$ cat config.mk
export PLATFORM = sky130hd
export DESIGN_NAME = bitmap_range_fill_and_free_run
export DESIGN_NICKNAME = d
export VERILOG_FILES = /design/src/hdl/brf_pkg.sv /design/src/hdl/bitmap_range_fill_and_free_run.sv /design/src/hdl/brf_ram.sv /design/src/hdl/brf_datapath.sv /design/src/hdl/brf_ctrl.sv
export SDC_FILE = /design/constraint.sdc
export NUM_CORES = 2
export LEC_CHECK = 0
export BUFFER_PORTS_ARGS = -buffer_cell sky130_fd_sc_hd__buf_2
export CORE_MARGIN = 5
export CORE_UTILIZATION = 25
export CTS_BUF_LIST = sky130_fd_sc_hd__clkbuf_2 sky130_fd_sc_hd__clkbuf_4 sky130_fd_sc_hd__clkbuf_8
export CTS_CLUSTER_SIZE = 10
export DETAILED_ROUTE_END_ITERATION = 7
export MAX_ROUTING_LAYER = met4
export PLACE_DENSITY = 0.41
export SLEW_MARGIN = 40
export SYNTH_ARGS = -nofsm -noshare
export SYNTH_HDL_FRONTEND = slang
export SYNTH_HIERARCHICAL = 1
export SYNTH_SLANG_ARGS = --single-unit
$ cat constraint.sdc
create_clock -name clock -period 40.3 [get_ports clock]
set_clock_uncertainty 0.2 [all_clocks]
set_input_delay 8.06 -clock clock [delete_from_list [all_inputs] [get_ports clock]]
set_output_delay 8.06 -clock clock [all_outputs]
set_load 0.005 [all_outputs]
$ cat src/hdl/brf_pkg.sv
// package: shared types and constants for the bitmap range fill block
`default_nettype none
package brf_pkg;
   localparam int WordBits = 8;
   localparam logic [1:0] ModeFree = 2'd0;
   localparam logic [1:0] ModeMove = 2'd1;
   localparam logic [1:0] ModeQuery = 2'd2;
   localparam logic [1:0] ModeNop = 2'd3;

   // controller to datapath commands
   typedef struct packed {
      logic load;     // capture item fields and clipped ranges
      logic wr;       // write back current word and step to the next
      logic first;    // start of a pass: reset walk counters
      logic dst_pass; // walk destination range instead of source
   } cmd_type;

   // datapath to controller status
   typedef struct packed {
      logic src_ok;
      logic dst_ok;
      logic last_word;
   } sts_type;
endpackage
`default_nettype wire

$ cat src/hdl/bitmap_range_fill_and_free_run.sv
// file: top level of the bitmap range fill and free run block
// Occupancy bitmap of slots 1..slots_in_use, all occupied after reset.
// req_ channel: one operation item (mode, source and destination range).
//   mode 0 frees the source range, mode 1 moves occupancy count from the
//   source into the lowest free slots of the destination, mode 2 queries
//   the longest free run in the source range and is the only mode with a
//   result on the rsp_ channel.
// csr_ channel: write of slots_in_use; csr_ready is low while an item is
//   in work.
// The range is walked one 8-bit word at a time, each word through the
// states READ (read address), WAIT (ram read latency) and WRITE
// (write-back). Mode 1 adds a destination pass after the source pass.
// After DONE the controller returns to idle, where the next item can be
// taken.
// One item is worked at a time; req_stall is high while busy.
// A result waits in the output register while rsp_stall is high, and no
// new item is taken until it leaves.
// Synchronous reset marks every slot occupied at once through per-word
// flags, with no clearing pass, and sets slots_in_use to 1024.
`default_nettype none
module bitmap_range_fill_and_free_run import brf_pkg::*; #(
   parameter int SLOTS = 1024
) (
   input  wire logic        clock,
   input  wire logic        reset,
   input  wire logic        req_valid,
   output      logic        req_stall,
   input  wire logic [1:0]  req_mode,
   input  wire logic [10:0] req_src_low,
   input  wire logic [10:0] req_src_high,
   input  wire logic [10:0] req_dst_low,
   input  wire logic [10:0] req_dst_high,
   output      logic        rsp_valid,
   input  wire logic        rsp_stall,
   output      logic [10:0] rsp_longest_free_run,
   input  wire logic        csr_valid,
   output      logic        csr_ready,
   input  wire logic [10:0] csr_slots_in_use
);
   cmd_type cmd;
   sts_type sts;
   logic busy;
   logic [10:0] slots_ff;

   // configuration register, written only between items
   assign csr_ready = !busy;
   always_ff @(posedge clock) begin
      if (reset) begin
         slots_ff <= 11'd1024;
      end else if (csr_valid && csr_ready) begin
         slots_ff <= csr_slots_in_use;
      end
   end

   brf_ctrl u_ctrl (
      .clock(clock), .reset(reset), .req_valid(req_valid),
      .req_stall(req_stall), .req_mode(req_mode), .rsp_valid(rsp_valid),
      .rsp_stall(rsp_stall), .busy(busy), .cmd(cmd), .sts(sts)
   );

   brf_datapath #(.SLOTS(SLOTS)) u_dp (
      .clock(clock), .reset(reset), .cmd(cmd), .sts(sts), .mode(req_mode),
      .src_low(req_src_low), .src_high(req_src_high),
      .dst_low(req_dst_low), .dst_high(req_dst_high),
      .slots_in_use(slots_ff), .longest_free_run(rsp_longest_free_run)
   );
endmodule
`default_nettype wire

$ cat src/hdl/brf_ram.sv
// file: generic ram with one write port and one registered read port
`default_nettype none
module brf_ram #(
   parameter int WIDTH = 32,
   parameter int DEPTH = 32
) (
   input  wire logic                     clock,
   input  wire logic                     we,
   input  wire logic [$clog2(DEPTH)-1:0] waddr,
   input  wire logic [WIDTH-1:0]         wdata,
   input  wire logic [$clog2(DEPTH)-1:0] raddr,
   output      logic [WIDTH-1:0]         rdata
);
   logic [WIDTH-1:0] mem [DEPTH];

   // write port and registered read port
   always_ff @(posedge clock) begin
      if (we) begin
         mem[waddr] <= wdata;
      end
      rdata <= mem[raddr];
   end
endmodule
`default_nettype wire

$ cat src/hdl/brf_datapath.sv
// file: datapath walking the bitmap one word at a time
`default_nettype none
module brf_datapath import brf_pkg::*; #(
   parameter int SLOTS = 1024
) (
   input  wire logic        clock,
   input  wire logic        reset,
   input  wire cmd_type     cmd,
   output      sts_type     sts,
   input  wire logic [1:0]  mode,
   input  wire logic [10:0] src_low,
   input  wire logic [10:0] src_high,
   input  wire logic [10:0] dst_low,
   input  wire logic [10:0] dst_high,
   input  wire logic [10:0] slots_in_use,
   output      logic [10:0] longest_free_run
);
   localparam int NWords = (SLOTS + WordBits - 1) / WordBits;
   localparam int AW = (NWords > 1) ? $clog2(NWords) : 1;
   localparam int SW = $clog2(NWords * WordBits + 1);
   localparam int CW = SW + 1;

   logic [1:0]    mode_ff;
   logic [SW-1:0] sl_ff, sh_ff, dl_ff, dh_ff;
   logic          src_ok_ff, dst_ok_ff;
   logic [AW-1:0] addr_ff, addr_in;
   logic [AW-1:0] end_ff;
   logic [SW-1:0] count_ff, count_in;
   logic [SW-1:0] run_ff, run_in, best_ff, best_in;
   logic [WordBits-1:0] rdata, wdata;
   logic          valid_ff;
   logic [AW-1:0] valid_addr_ff;
   // one bit per word: zero means the word never written, reads as all ones
   logic [NWords-1:0] init_ff;

   // clip logic
   logic [CW-1:0] n_c, sl_c, sh_c, dl_c, dh_c;
   always_comb begin
      n_c = (CW'(slots_in_use) > CW'(SLOTS)) ? CW'(SLOTS) : CW'(slots_in_use);
      sl_c = (src_low == 11'd0) ? CW'(1) : CW'(src_low);
      sh_c = (CW'(src_high) > n_c) ? n_c : CW'(src_high);
      dl_c = (dst_low == 11'd0) ? CW'(1) : CW'(dst_low);
      dh_c = (CW'(dst_high) > n_c) ? n_c : CW'(dst_high);
   end

   // capture item
   always_ff @(posedge clock) begin
      if (cmd.load) begin
         mode_ff <= mode;
         sl_ff <= SW'(sl_c - CW'(1));
         sh_ff <= SW'(sh_c - CW'(1));
         dl_ff <= SW'(dl_c - CW'(1));
         dh_ff <= SW'(dh_c - CW'(1));
      end
   end
   always_ff @(posedge clock) begin
      if (reset) begin
         src_ok_ff <= 1'b0;
         dst_ok_ff <= 1'b0;
      end else if (cmd.load) begin
         src_ok_ff <= (n_c != '0) && (sl_c <= sh_c);
         dst_ok_ff <= (n_c != '0) && (dl_c <= dh_c);
      end
   end

   logic [SW-1:0] lo0, hi0;
   assign lo0 = cmd.dst_pass ? dl_ff : sl_ff;
   assign hi0 = cmd.dst_pass ? dh_ff : sh_ff;

   // word address counter
   always_comb begin
      addr_in = addr_ff;
      if (cmd.first) begin
         addr_in = AW'(lo0 / WordBits);
      end else if (cmd.wr) begin
         addr_in = addr_ff + AW'(1);
      end
   end
   always_ff @(posedge clock) begin
      addr_ff <= addr_in;
      if (cmd.first) begin
         end_ff <= AW'(hi0 / WordBits);
      end
   end
   assign sts.last_word = (addr_ff == end_ff);
   assign sts.src_ok = src_ok_ff;
   assign sts.dst_ok = dst_ok_ff;

   brf_ram #(.WIDTH(WordBits), .DEPTH(NWords)) u_ram (
      .clock(clock), .we(cmd.wr), .waddr(addr_ff), .wdata(wdata),
      .raddr(addr_ff), .rdata(rdata)
   );

   // init tracking per word
   always_ff @(posedge clock) begin
      if (reset) begin
         init_ff <= '0;
      end else if (cmd.wr) begin
         init_ff[addr_ff] <= 1'b1;
      end
   end
   always_ff @(posedge clock) begin
      valid_addr_ff <= addr_ff;
      valid_ff <= init_ff[addr_ff];
   end

   // per-bit processing of the current word
   logic [WordBits-1:0] word;
   logic [SW-1:0] base;
   logic [SW-1:0] pos;
   logic          in_rng;
   always_comb begin
      word = valid_ff ? rdata : '1;
      wdata = word;
      count_in = count_ff;
      run_in = run_ff;
      best_in = best_ff;
      base = SW'({valid_addr_ff, {$clog2(WordBits){1'b0}}});
      for (int b = 0; b < WordBits; b++) begin
         pos = base + SW'(b);
         in_rng = (pos >= lo0) && (pos <= hi0);
         if (in_rng) begin
            if (cmd.dst_pass) begin
               if (!word[b] && count_in != '0) begin
                  wdata[b] = 1'b1;
                  count_in = count_in - SW'(1);
               end
            end else if (mode_ff == ModeQuery) begin
               if (word[b]) begin
                  run_in = '0;
               end else begin
                  run_in = run_in + SW'(1);
                  if (run_in > best_in) best_in = run_in;
               end
            end else begin
               count_in = count_in + SW'(word[b]);
               wdata[b] = 1'b0;
            end
         end
      end
      if (cmd.first && !cmd.dst_pass) begin
         count_in = '0;
      end
      if (cmd.first) begin
         run_in = '0;
         best_in = '0;
      end
   end

   // accumulators clear at pass start and update at write-back
   always_ff @(posedge clock) begin
      if (cmd.first && !cmd.dst_pass) begin
         count_ff <= '0;
         run_ff <= '0;
         best_ff <= '0;
      end else if (cmd.first) begin
         run_ff <= '0;
         best_ff <= '0;
      end else if (cmd.wr) begin
         count_ff <= count_in;
         run_ff <= run_in;
         best_ff <= best_in;
      end
   end
   assign longest_free_run = (src_ok_ff) ? 11'(best_ff) : 11'd0;
endmodule
`default_nettype wire

$ cat src/hdl/brf_ctrl.sv
// file: controller sequencing the word walk passes
`default_nettype none
module brf_ctrl import brf_pkg::*; (
   input  wire logic       clock,
   input  wire logic       reset,
   input  wire logic       req_valid,
   output      logic       req_stall,
   input  wire logic [1:0] req_mode,
   output      logic       rsp_valid,
   input  wire logic       rsp_stall,
   output      logic       busy,
   output      cmd_type    cmd,
   input  wire sts_type    sts
);
   typedef enum logic [5:0] {
      IDLE  = 6'b000001,
      SETUP = 6'b000010,
      READ  = 6'b000100,
      WAIT  = 6'b001000,
      WRITE = 6'b010000,
      DONE  = 6'b100000
   } state_type;

   state_type state_ff, state_in;
   logic [1:0] mode_ff;
   logic dst_ff, dst_in;
   logic rsp_valid_ff, rsp_valid_in;

   assign req_stall = (state_ff != IDLE) || (rsp_valid_ff && rsp_stall);
   assign rsp_valid = rsp_valid_ff;
   assign busy = (state_ff != IDLE);

   // state transitions
   always_comb begin
      state_in = state_ff;
      dst_in = dst_ff;
      rsp_valid_in = rsp_valid_ff && rsp_stall;
      cmd = '0;
      cmd.dst_pass = dst_ff;
      case (state_ff)
         IDLE: begin
            if (req_valid && !req_stall) begin
               cmd.load = 1'b1;
               dst_in = 1'b0;
               state_in = (req_mode == ModeNop) ? IDLE : SETUP;
            end
         end
         SETUP: begin
            if ((dst_ff && !sts.dst_ok) || (!dst_ff && !sts.src_ok)) begin
               state_in = DONE;
            end else begin
               cmd.first = 1'b1;
               state_in = READ;
            end
         end
         READ: state_in = WAIT;
         WAIT: state_in = WRITE;
         WRITE: begin
            // queries write the word back unchanged
            cmd.wr = 1'b1;
            if (sts.last_word) begin
               if (mode_ff == ModeMove && !dst_ff) begin
                  dst_in = 1'b1;
                  state_in = SETUP;
               end else begin
                  state_in = DONE;
               end
            end else begin
               state_in = READ;
            end
         end
         DONE: begin
            if (mode_ff == ModeQuery) begin
               rsp_valid_in = 1'b1;
            end
            state_in = IDLE;
         end
         default: state_in = IDLE;
      endcase
   end

   always_ff @(posedge clock) begin
      if (reset) begin
         state_ff <= IDLE;
         rsp_valid_ff <= 1'b0;
         dst_ff <= 1'b0;
      end else begin
         state_ff <= state_in;
         rsp_valid_ff <= rsp_valid_in;
         dst_ff <= dst_in;
      end
   end
   always_ff @(posedge clock) begin
      if (cmd.load) mode_ff <= req_mode;
   end

   // a result only appears as a query finishes
   assert property (@(posedge clock) disable iff (reset)
      $rose(rsp_valid) |-> $past(state_ff == DONE))
      else $error("result without finished query");
   // no item taken while busy
   assert property (@(posedge clock) disable iff (reset)
      (state_ff != IDLE) |-> req_stall)
      else $error("item accepted while busy");
   // destination pass only for moves
   assert property (@(posedge clock) disable iff (reset)
      dst_ff |-> (mode_ff == ModeMove))
      else $error("destination pass outside move");
endmodule
`default_nettype wire
==> impl_metrics.py <==
metrics = {
    "hold_path": {
        "hold_depth": 2,
        "min_from": "u_dp/init_ff[124]",
        "min_path_type": "reg2reg",
        "hold_end": "u_dp/init_ff[124]",
    },
    "synthesis": {
        "synth_area_sq_um": 64400,
        "syn_avg_cell_area_sq_um": 13.2,
        "ys_warn_count": 6,
        "syn_inst": 4863,
        "yosys.area.top_type_share_pct": 50.6,
        "synth_top_family_by_area": "multiplexers",
        "yosys.area_share.simple_pct": 11.4,
        "ys.flop_type": "edfxtp_1",
        "synth-xor-area-share_pct": 2.13,
        "ys_seq_area_share_pct": 56.8,
        "synth_cell_types": 114,
        "synth-edff-count": 1086,
        "syn_nets": 5110,
        "async_reset_ff_share_pct": 0,
        "synthAdderAreaFrac_pct": 3.59,
        "synth_top_area_cell": "edfxtp_1",
        "synthMuxAreaShare_pct": 14.2,
        "post-synth-top-count-cell": "edfxtp_1",
        "synth_common_cells": "1086 x edfxtp_1, 502 x nor2_1, 337 x mux4_2",
        "synth_area_leaders": "edfxtp_1 51%, mux4_2 12%, dfxtp_1 6.2%",
        "synth-compound-area-share_pct": 9.26,
        "synth_seq_cells": 1284,
    },
    "timing": {
        "fmax_mhz": 42.4,
        "slew_violations": 0,
        "min_period_ps": 23560,
        "min_period_over_period_pct": 58.5,
        "hold_viol": 0,
        "finalSetupViolCount": 0,
        "rsz0062_at_grt": "no",
        "setup_tns_ps": 0,
        "relSlewSlack_pct": 40.7,
        "tightest_slew_ps": 878,
    },
    "place": {
        "place_congestion": 0.855,
        "numPortBuffers": 75,
        "dp.final_hpwl_mm": 136,
    },
    "global_routing": {
        "overflow": 0,
        "grt_pass1_vias": 42800,
        "track_usage_pct": 15.0,
        "grt_pass1_wl_mm": 296,
        "antenna_found_initial": 9,
        "grt_max_degree": 100,
    },
    "clocking": {
        "numCtsBuffers": 221,
        "cts_setup_buffers": 0,
        "postCtsHoldBufs": 0,
        "clock_sinks": 1284,
        "clkLatencyLatePin_ps": 970,
        "clockBufferDepth": 3,
        "cts-root-buf": "clkbuf_8",
        "ctsHtreeMaxLevel": 4,
        "cts_tree": "yes",
        "cts_resized": 0,
        "cts.clk_slew.worst_paths_ps": 60,
    },
    "critical_path": {
        "critPathKind": "reg2reg",
        "end_kind": "flop",
        "path_common_cell": "a21oi_1",
        "r2r-start": "u_ctrl/dst_ff",
        "critPathMaxStageDelay_ps": 730,
        "rrSetupSlack_ps": 16740,
        "crit_arrival_ps": 24240,
        "crit_slowest_cell": "dfxtp_4",
        "rr_endpoint": "u_dp/best_ff[7]",
        "worstPathRequired_ps": 40980,
        "cp-start-kind": "flop",
        "worst-path-max-fanout": 50,
        "reg2reg_depth": 125,
    },
    "floorplan": {
        "std_cell_rows": 186,
        "initial_utilization_pct": 25.1,
        "core_sq_um": 257000,
        "dieArea_sq_um": 268000,
        "boundaryPins": 76,
        "fp.dieH_microns": 518,
        "dieWidth_microns": 518,
    },
    "power": {
        "peakVddDrop_v": 0.0000356,
        "p_per_area_nw_per_um2": 42.2,
        "cellLeakagePower_nw": 24.0,
    },
    "detailed_routing": {
        "initialDrtViolationCount": 3661,
        "firstDrtPassIters": 5,
        "antenna_left": 0,
        "routed_via_density": 4.97,
        "num_vias": 42600,
        "avgRoutedWirePerCell_microns": 23.6,
        "drt_wl_total_mm": 202,
        "drcViolationCount": 0,
    },
    "run": {
        "maxCapViolations": 0,
    },
    "finish": {
        "multiInputGateArea_sq_um": 26600,
        "seq_area_sq_um": 36600,
        "n_fill_cell": 26200,
        "area_growth_pct": 14.8,
        "nets": 5256,
        "utilization_pct": 28.8,
        "drive_gt1_share_pct": 21.2,
    },
    "status": {
        "status": "completed",
    },
}
==> kinds of logic (layout without fill, tap and decap cells) <==
family / count (synthesis) / count (layout)
buf+inv: 412 / 741
compound gates: 891 / 891
xor+xnor: 157 / 157
other cells: 0 / 4
fa+ha+maj: 185 / 185
flops: 1284 / 1284
mux: 489 / 489
simple gates: 1445 / 1445
==> stage by stage <==
stage	hold slack (ps)	worst slack (ps)	power (W)	area, sq um	cells
2_1_floorplan	211	16010	0.00180	64400	4863
3_3_place_gp	241	17110	0.00195	68800	8155
3_5_place_dp	251	16940	0.00195	69200	8166
4_1_cts	266	16800	0.00317	73700	8572
5_1_grt	279	14370	0.00328	73900	8579
6_report	265	16740	0.00312	74000	8580
==> worst max-delay path, delay by kind of cell, from the launching register on <==
family / cells / cell delay [ps]
fa+ha+maj: 9 / 2660
xor+xnor: 1 / 180
buf+inv: 4 / 1020
simple gates: 52 / 7230
compound gates: 54 / 9620
flops: 1 / 730
mux: 5 / 1750
==> cell usage in the layout, fill, tap and decap left out, drive strengths merged, types with 39 or more instances in the layout <==
master,Yosys,layout
a21oi,287,287
inv,142,151
a22oi,69,69
edfxtp,1086,1086
nor2,503,503
nand2b,65,65
nand3,128,128
a31oi,39,39
xor2,62,62
ha,185,185
dfxtp,198,198
nand4,73,73
nor2b,73,73
and2,48,48
o21ai,144,144
mux2i,121,121
nor4,50,50
clkbuf,189,300
nor3,84,84
clkinv,3,89
mux4,337,337
buf,78,190
nand2,230,230
xnor2,95,95
==> per-layer routing <==
metal	up-vias	wire length [microns]	global-route usage, %
li1	19400	-	-
met1	21900	93800	20.2
met2	1036	95800	23.9
met3	287	8200	1.99
met4	0	4250	3.71
met5	-	0	-
==> power breakdown <==
part	internal, W	leakage [nW]	switching [W]
Combinational	0.000142	10.4	0.000289
Sequential	0.00148	11.3	0.0000140
Clock	0.000643	2.36	0.000557
Total	0.00226	24.0	0.000860
==> flip-flops by register name, indices dropped and copies added (netlist names), 6 cells and up <==
signal              flops
u_dp/end_ff             7
u_dp/u_ram/mem       1024
u_dp/dl_ff             11
u_dp/best_ff           11
u_dp/count_ff          11
u_ctrl/state_ff         6
u_dp/addr_ff            7
u_dp/run_ff            11
u_dp/dh_ff             11
u_dp/sh_ff             11
u_dp/valid_addr_ff      7
u_dp/u_ram/rdata        8
u_dp/sl_ff             11
slots_ff               11
u_dp/init_ff          128
==> worst max path at each step <==
stage                  start               to  slack [ps]  depth (start not counted)
2_1_floorplan  u_ctrl/dst_ff  u_dp/best_ff[7]       16010                        150
3_3_place_gp   u_ctrl/dst_ff  u_dp/best_ff[8]       17110                        125
3_5_place_dp   u_ctrl/dst_ff  u_dp/best_ff[7]       16940                        125
4_1_cts        u_ctrl/dst_ff  u_dp/best_ff[7]       16800                        125
5_1_grt        u_ctrl/dst_ff  u_dp/best_ff[7]       14370                        126
6_report       u_ctrl/dst_ff  u_dp/best_ff[7]       16740                        125
==> final cells by class <==
class	count	area share, %
antenna	4	0.0135
clock buffer	300	5.04
clock inverter	106	1.02
inverter	145	0.736
multi-input combinational	3167	36.0
sequential	1284	49.5
tap	3384	5.73
timing repair buffer	190	2.02
(Power assumes the default switching activity.)
